--- src/rtl/scc_pkg.sv ---
`timescale 1ns / 1ps
// Shared sizes, frame layout and control structs for the SCC unit.
// No dependencies; used by every module of the unit.
package scc_pkg;

	localparam int MAX_NODES = 64;
	localparam int NODE_W    = $clog2(MAX_NODES);
	localparam int CNT_W     = NODE_W + 1;
	localparam int MAX_EDGES = 1024;
	localparam int EADDR_W   = $clog2(MAX_EDGES);
	localparam int ECNT_W    = EADDR_W + 1;
	localparam int EDGE_W    = 2 * NODE_W;
	localparam int TDATA_W   = 16;
	localparam int OUSER_W   = 2;

	// one depth-first frame: node and resume position
	typedef struct packed {
		logic [ECNT_W-1:0] pos;
		logic [NODE_W-1:0] node;
	} frame_t;

	// walker to output stage
	typedef struct packed {
		logic              emit;
		logic [NODE_W-1:0] node;
		logic [NODE_W-1:0] comp;
		logic              comp_end;
		logic              run_end;
		logic              busy;
	} walk_out_t;

endpackage

--- src/rtl/scc_out_stage.sv ---
`timescale 1ns / 1ps
// Output stage: holds one result back until its end marks are known,
// then presents it in the output register. Depends on scc_pkg.
module scc_out_stage (
	input  logic                          clk,
	input  logic                          arst_n,
	input  scc_pkg::walk_out_t            wo,
	input  logic                          drop_i,
	output logic                          emit_ready,
	output logic                          m_tvalid,
	input  logic                          m_tready,
	output logic [scc_pkg::TDATA_W-1:0]   m_tdata,
	output logic                          m_tlast,
	output logic [scc_pkg::OUSER_W-1:0]   m_tuser
);

	localparam int NW = scc_pkg::NODE_W;

	logic          pend_v_q, pend_end_q, pend_drop_q, out_free;
	logic [NW-1:0] pend_node_q, pend_comp_q;
	logic          fwd;

	assign out_free   = !m_tvalid || m_tready;
	assign emit_ready = out_free || !pend_v_q;
	assign fwd        = pend_v_q && (wo.emit || wo.run_end);

	// valid flags
	always_ff @(posedge clk or negedge arst_n) begin
		if (!arst_n) begin
			pend_v_q <= 1'b0;
			m_tvalid <= 1'b0;
		end else begin
			if (m_tvalid && m_tready) begin
				m_tvalid <= 1'b0;
			end
			if (fwd) begin
				m_tvalid <= 1'b1;
			end
			if (wo.emit) begin
				pend_v_q <= 1'b1;
			end else if (wo.run_end) begin
				pend_v_q <= 1'b0;
			end
		end
	end

	// held result and output payload
	always_ff @(posedge clk) begin
		if (fwd) begin
			m_tdata <= {{(scc_pkg::TDATA_W-2*NW){1'b0}}, pend_comp_q, pend_node_q};
			m_tuser <= {pend_drop_q, pend_end_q};
			m_tlast <= wo.run_end;
		end
		if (wo.emit) begin
			pend_node_q <= wo.node;
			pend_comp_q <= wo.comp;
			pend_drop_q <= drop_i;
			pend_end_q  <= 1'b0;
		end else if (wo.comp_end) begin
			pend_end_q <= 1'b1;
		end
	end

endmodule

--- config.mk ---
export PLATFORM = sky130hd
export DESIGN_NAME = scc_out_stage
export DESIGN_NICKNAME = d
export VERILOG_FILES = /design/src/rtl/scc_pkg.sv /design/src/rtl/scc_out_stage.sv
export SDC_FILE = /design/constraint.sdc
export NUM_CORES = 1
export LEC_CHECK = 0
export BUFFER_PORTS_ARGS = -buffer_cell sky130_fd_sc_hd__buf_2
export CORE_ASPECT_RATIO = 0.75
export CORE_UTILIZATION = 25
export DETAILED_ROUTE_END_ITERATION = 7
export PLACE_DENSITY = 0.53
export SYNTH_ARGS = -nofsm -noshare
export SYNTH_HDL_FRONTEND = slang
export SYNTH_SLANG_ARGS = --single-unit
--- constraint.sdc ---
create_clock -name clk -period 2 [get_ports clk]
set_clock_uncertainty 0.15 [all_clocks]
set_input_delay 0.2 -clock clk [delete_from_list [all_inputs] [get_ports clk]]
set_output_delay 0.2 -clock clk [all_outputs]
set_load 0.01 [all_outputs]
; Word level (Yosys, flattened, before mapping)
; Cells that the tools add are included.
[word_totals]
register_bits = 31
inputBits = 20
out_inout_bits = 21
word_cells = 22
[op_classes]
muxes = 4
n_reduce_logical = 9
[ops]
columns = cell, count
row1 = 1-bit two-way mux, 4
row2 = 2-bit nonzero test, 2
row3 = 1-bit logical OR, 3
row4 = 1-bit logical AND, 2
row5 = 1-bit logical NOT, 2

; Logic depth before layout (Yosys ltp)
; Gate-level depths: netlist of run 1.
[logic_depth]
depth_word = 3
depth_mapped = 2
depth_no_buf = 2

; Worst setup path before layout of run 1
; Ideal clock, no wire load.
[synth_path]
kind = register -> register
from = register pend_v_q
to = register m_tdata[0] in the netlist's numbering, enable pin
setup_ns = 0.373
t_arrival_ns = 0.780
t_required_ns = 1.477
path_slack_ns = 0.697
stages_incl_launch_ff = 2
n_path_buf = 0
synth_period_minus_slack_ns = 1.303
path_cell_list = dfrtp_1 > o21a_1
[synth_between]
elab_chain_cells = 1
[synth_lines]
columns = element, line
row1 = start: declaration, scc_out_stage.sv:19  ; logic pend_v_q, pend_end_q, pend_drop_q, out_free;
row2 = start signal: assignment, scc_out_stage.sv:30  ; pend_v_q <= 1'b0;
row3 = start signal: assignment, scc_out_stage.sv:40  ; pend_v_q <= 1'b1;
row4 = start signal: assignment, scc_out_stage.sv:42  ; pend_v_q <= 1'b0;
row5 = 1-bit logical AND, scc_out_stage.sv:25  ; assign fwd = pend_v_q && (wo.emit || wo.run_end);
row6 = via fwd, scc_out_stage.sv:21  ; logic fwd;
row7 = end signal: assignment, scc_out_stage.sv:50  ; m_tdata <= {{(scc_pkg::TDATA_W-2*NW){1'b0}}, pend_comp_q, pend_node_q};
row8 = end: declaration, scc_out_stage.sv:12  ; output logic [scc_pkg::TDATA_W-1:0] m_tdata,
; The timed path passes the listed nets, and every way through them passes these cells.
; A chain may end at the register's enable or synchronous reset.

; Worst setup path after layout of run 1
[layout_path]
from = input wo[1] in the netlist's numbering
to = register m_tvalid
[layout_between]
elab_chain_cells = 3
elab_cells_between_ends = 4
classes_between = mux (1) / reduce/logical (3)
[layout_lines]
columns = element, line
row1 = start: declaration, scc_out_stage.sv:7  ; input scc_pkg::walk_out_t wo,
row2 = 1-bit logical OR *, scc_out_stage.sv:25
row3 = 1-bit logical AND *, scc_out_stage.sv:25
row4 = via fwd, scc_out_stage.sv:21
row5 = 1-bit two-way mux or 2-bit nonzero test (tied branches), -
row6 = end signal: assignment, scc_out_stage.sv:31  ; m_tvalid <= 1'b0;
row7 = end signal: assignment, scc_out_stage.sv:34  ; m_tvalid <= 1'b0;
row8 = end signal: assignment, scc_out_stage.sv:37  ; m_tvalid <= 1'b1;
row9 = end: declaration, scc_out_stage.sv:10  ; output logic m_tvalid,
; The timed path passes the listed nets; every way through them passes the cells marked *.

==> results.yml, run 1 <==
floorplan:
  die_x_microns: 74.6
  start_util: 0.265
  die_area_sq_mm: 0.00421
  dieHeight_microns: 56.5
  io_pins: 41
  row_count: 19
  fp.coreArea_sq_mm: 0.00373
pwr:
  p_clk_frac: 0.326
  p_int_mw: 1.06
  power_frac_seq: 0.588
  netSwitchingFraction: 0.199
  p_switching_mw: 0.265
  ir_worst_vdd_mv: 0.242
  power_mw: 1.33
  p_leak_nw: 0.599
  power.share.combinational: 0.086
  power.density_mw_per_mm2: 907
logic_synthesis:
  postSynth.asyncResetShare: 0.0645
  synth-seq-cells: 31
  synth_edf_count: 28
  synth_top_family_by_area: "buffers and inverters"
  ys_top_cells_by_area: "edfxtp_1 85%, dfrtp_1 5.1%, buf_4 3.0%"
  postSynthAreaPerCell_sq_um: 22.5
  synth_top_area_share: 0.851
  yosys.area_share.simple: 0.0127
  yosys.area_share.adder: 0
  synth_common_cells: "28 x edfxtp_1, 4 x buf_4, 2 x dfrtp_1, 2 x inv_1, 2 x nor2_1"
  yosysSeqAreaShare: 0.922
  synth.area.mux_share: 0
  syn_area_sq_um: 988
  synth_warnings: 0
  yosysTopAreaCell: "edfxtp_1"
  yosysMostFrequentCell: "edfxtp_1"
  synth_xor_area_frac: 0
  synth-compound-area-share: 0.0241
  synth_cell_types: 11
  syn_inst: 44
  synthFlopType: "edfxtp_1"
drt:
  drt-pass1-iter-count: 4
  drt-initial-drc-count: 13
  wl_per_cell_microns: 9.83
  drc: 0
  vias: 539
  drt_wl_total_microns: 1530
  drtAntennaViolNets: 0
  vias_per_cell: 3.46
worst_setup_path:
  r2r_cells: 2
  startpoint_type: "primary input"
  crit_chain: "dlygate4sd3_1 -> buf_2 -> o21a_1 -> buf_4 -> a21o_1"
  worst-path-stages: 5
  end_kind: "flop"
  path_max_fanout: 15
  crit_type: "in -> reg"
  crit_required_ps: 2010
  arrival_ps: 1430
  max_stage_delay_ps: 530
  crit_slowest_cell: "dlygate4sd3_1"
  crit_family: "buffers and inverters"
  critPathBufInv: 3
global_routing:
  antenna_found_initial: 0
  grtUsageMet3: 0.0592
  grt_pass1_vias: 526
  grt_pass1_wl_microns: 2400
  busiest_layer: "met2"
  globalRouteMet1Util: 0.0840
  grt_util_met2: 0.136
  grt.overflow.total: 0
  grt_usage: 0.0847
  grt_max_degree: 16
cts:
  cts_resized: 0
  cts_made_buffers: 5
  clkSinkCount: 31
  root_buffer: "clkbuf_8"
  cts_tree: "built"
  clkTransAtPathRegs_ps: 60
  clock_path_buffers: 2
  h-tree-depth: 2
  worstSkewPairLatency_ps: 270
  post_cts_buffers: 0
placement:
  portBuffers: 35
  gp_congestion: 0.659
  placed_area_sq_mm: 0.00122
worst_hold_path:
  min_delay_path_depth: 3
  worstHoldPathType: "in -> reg"
layout:
  area.sequential_sq_um: 911
  layout-drive-gt1-share: 0.413
  fin_area_sq_mm: 0.00147
  final_util: 0.393
  area_delta_synth_final_pct: 48.2
  nFillCells: 359
  nets: 123
  antenna_cells: 0
  multiInputGateArea_sq_um: 51.3
timing:
  drv_slew: 0
  timing.fmax_mhz: 708
  rsz0062_at_grt: "no"
  hold_viol_final: 0
  fin_crit_sh: 0.706
  fin_crit_ps: 1410
  setup_viol: 0
  fin_tns_setup_ps: 0
run_status:
  status: "complete, no violations"
job:
  drv_cap: 0
[area by class of cell]
| type | count | share of cell area |
|---|---|---|
| clock buffer | 6 | 0.0495 |
| clock inverter | 2 | 0.00512 |
| inverter | 2 | 0.00512 |
| multi-input combinational | 10 | 0.0350 |
| sequential | 31 | 0.622 |
| tap | 52 | 0.0444 |
| timing repair buffer | 53 | 0.239 |
[power by group through the flow]
stage / clock, mW / combinational (mW) / sequential, mW
6_report: 0.433 / 0.114 / 0.782
5_1_grt: 0.483 / 0.127 / 0.788
4_1_cts: 0.451 / 0.116 / 0.782
3_5_place_dp: 0 / 0.0919 / 0.796
3_3_place_gp: 0 / 0.0919 / 0.794
2_1_floorplan: 0 / 0.0239 / 0.810
[tightest hold or removal path, stage by stage]
cell and delay, ps:
buf_2 100, inv_1 60, a21o_1 100
[layer usage]
metal / vias to the layer above / routed length [microns]
li1: 271 / -
met1: 240 / 630
met2: 26 / 762
met3: 2 / 136
met4: 0 / 4
met5: - / 0
[cells in the final DEF (no fill, tap or decap), drive strengths merged, types with 2 or more instances in the layout]
cell	Yosys	routed
clkbuf	0	6
dlygate4sd3	0	16
a21o	2	2
clkinv	0	2
inv	2	2
edfxtp	28	28
dfrtp	2	2
nor2	2	2
conb	1	4
buf	4	37
[kinds of logic (layout without fill, tap and decap cells)]
| family | Yosys count | in the layout |
|---|---|---|
| flops | 31 | 31 |
| buf+inv | 6 | 63 |
| compound gates | 3 | 3 |
| other cells | 1 | 4 |
| simple gates | 3 | 3 |
[flip-flops by register name (all words and copies together), names as in the netlist]
signal and cells:
pend_node_q 6, m_tdata 12, pend_v_q 1, m_tlast 1
m_tvalid 1, pend_comp_q 6, m_tuser 2, pend_drop_q 1
pend_end_q 1
[stage by stage]
| step | hold WS, ps | std cells | setup slack [ps] |
|---|---|---|---|
| 2_1_floorplan | -246 | 47 | 697 |
| 3_3_place_gp | -166 | 132 | 806 |
| 3_5_place_dp | -162 | 132 | 797 |
| 4_1_cts | 65.3 | 156 | 592 |
| 5_1_grt | 92.2 | 156 | 531 |
| 6_report | 74.6 | 156 | 588 |
[worst paths after layout]
kind	endpoint	slack [ps]	from
worst min-delay path	m_tvalid$_DFFE_PN0P_	70	m_tready
worst max-delay path	m_tvalid$_DFFE_PN0P_	590	wo[1]
worst max register to register	m_tdata[0]$_DFFE_PP_	790	pend_v_q$_DFFE_PN0P_
min in group asynchronous	pend_v_q$_DFFE_PN0P_	100	arst_n
worst min register to register	m_tdata[10]$_DFFE_PP_	270	pend_comp_q[4]$_DFFE_PP_
max in group asynchronous	m_tvalid$_DFFE_PN0P_	1510	arst_n
[what timing repair did]
action                     in CTS  in global routing
hold buffers                   16                  0
hold endpoints to repair       17                  0
setup endpoints to repair       0                  0
Power figures use the tool's default switching activity.
==> inputs of run 2 (changes only) <==
==> constraint.sdc (replaced) <==
create_clock -name clk -period 1.4 [get_ports clk]
set_clock_uncertainty 0.15 [all_clocks]
set_input_delay 0.14 -clock clk [delete_from_list [all_inputs] [get_ports clk]]
set_output_delay 0.14 -clock clk [all_outputs]
set_load 0.01 [all_outputs]
==> results.yml, run 2 (synthesis gave the netlist of run 1 again) <==
run_status:
  status: "complete, no violations"
pwr:
  power.density_mw_per_mm2: 1280
  p_leak_nw: 0.612
  ir_worst_vdd_mv: 0.315
placement:
  portBuffers: 35
  gp_congestion: 0.657
worst_setup_path:
  path_max_fanout: 2
  worst_r2r_endpoint: "m_tdata[5]$_DFFE_PP_"
  crit_family: "buffers and inverters"
  startpoint_type: "primary input"
  crit_chain: "dlygate4sd3_1 -> buf_2 -> inv_2 -> nand3_1 -> buf_2"
  r2r-start: "pend_v_q$_DFFE_PN0P_"
  max_stage_delay_ps: 550
  end_kind: "output port"
  crit_top_cell: "buf_2"
  crit_slowest_cell: "dlygate4sd3_1"
  arrival_ps: 1050
  crit_type: "in -> out"
  crit_required_ps: 1110
  r2r_cells: 2
  r2r_slack_ps: 230
  critPathBufInv: 4
layout:
  final_common_cell: "buf_2"
  area_delta_synth_final_pct: 51.3
  antenna_cells: 0
  nFillCells: 357
  largest_register_ffs: 12
  largest_registers: "m_tdata (12), pend_comp_q (6), pend_node_q (6)"
  multiInputGateArea_sq_um: 51.3
  layout_common_cells: "35 x buf_2, 28 x edfxtp_1, 17 x dlygate4sd3_1"
  nets: 125
  regMostFlops: "m_tdata"
  layout-drive-gt1-share: 0.425
  area.sequential_sq_um: 911
  final_util: 0.401
global_routing:
  grt_usage: 0.0853
  grt_max_degree: 16
  grt_pass1_vias: 532
  grt_pass1_wl_microns: 2440
  grt.overflow.total: 0
  antenna_found_initial: 0
drt:
  wl_per_cell_microns: 9.69
  vias: 568
  drt-pass1-iter-count: 4
  drtAntennaViolNets: 0
  drt_wl_total_microns: 1530
  vias_per_cell: 3.59
  drc: 0
  drt-initial-drc-count: 23
timing:
  hold_viol_final: 0
  rsz0062_at_grt: "no"
  timing.fmax_mhz: 746
  fin_tns_setup_ps: 0
  fin_crit_sh: 0.957
  fin_crit_ps: 1340
  setup_viol: 0
  drv_slew: 0
cts:
  root_buffer: "clkbuf_8"
  h-tree-depth: 2
  cts_tree: "built"
  clock_path_buffers: 2
  clkSinkCount: 31
  clkTransAtPathRegs_ps: 60
  worstSkewPairLatency_ps: 270
  cts_made_buffers: 5
worst_hold_path:
  worstHoldPathType: "in -> async"
floorplan:
  die_x_microns: 74.6
  io_pins: 41
  die_area_sq_mm: 0.00421
  start_util: 0.265
  row_count: 19
  dieHeight_microns: 56.5
  fp.coreArea_sq_mm: 0.00373
job:
  drv_cap: 0
==> run 2: area by class of cell <==
type | instances | area share
clock buffer | 6 | 0.0485
clock inverter | 2 | 0.00502
inverter | 2 | 0.00502
multi-input combinational | 10 | 0.0343
sequential | 31 | 0.609
tap | 52 | 0.0435
timing repair buffer | 55 | 0.254
==> run 2: what timing repair did <==
| item | CTS | global route |
|---|---|---|
| buffers inserted | 0 | 0 |
| endpoints found under the setup margin | 0 | 1 |
| hold endpoints to repair | 18 | 0 |
| gates resized for setup | 0 | 1 |
| hold buffers | 17 | 0 |
==> run 2: routing by layer <==
metal,wire length (microns),share of wire,vias to the layer above,global-route usage
met5,0,0,-,0
met2,800,0.52,21,0.138
met1,641,0.42,268,0.0814
met3,84,0.055,2,0.0592
met4,4,0.0026,0,0.0404
li1,-,-,277,-
==> run 2: how the worst max path moves through the flow <==
stage	start	end	slack [ps]	cells after the start
2_1_floorplan	pend_v_q$_DFFE_PN0P_	m_tdata[0]$_DFFE_PP_	100	1
3_3_place_gp	pend_v_q$_DFFE_PN0P_	m_tdata[6]$_DFFE_PP_	260	2
3_5_place_dp	pend_v_q$_DFFE_PN0P_	m_tdata[6]$_DFFE_PP_	240	2
4_1_cts	m_tready	emit_ready	70	5
5_1_grt	wo[1]	m_tvalid$_DFFE_PN0P_	20	5
6_report	m_tready	emit_ready	60	5
==> run 2: where the power goes <==
group | internal, mW | total [mW] | switching, mW
sequential | 1.10 | 1.12 | 0.0187
clock | 0.337 | 0.618 | 0.280
combinational | 0.0953 | 0.177 | 0.0820
total | 1.53 | 1.91 | 0.381
==> run 2: per-stage QoR <==
step / hold slack [ps] / worst slack, ps / instances / power, mW / instance area (sq um)
after floorplan: -306 / 97.4 / 47 / 1.19 / 1000
after global placement: -226 / 260 / 133 / 1.28 / 1240
after detailed placement: -221 / 244 / 133 / 1.28 / 1240
after CTS: 14.1 / 74.6 / 158 / 1.95 / 1500
after global routing: 50.4 / 24.3 / 158 / 2.01 / 1500
final: 49.6 / 60.1 / 158 / 1.91 / 1500
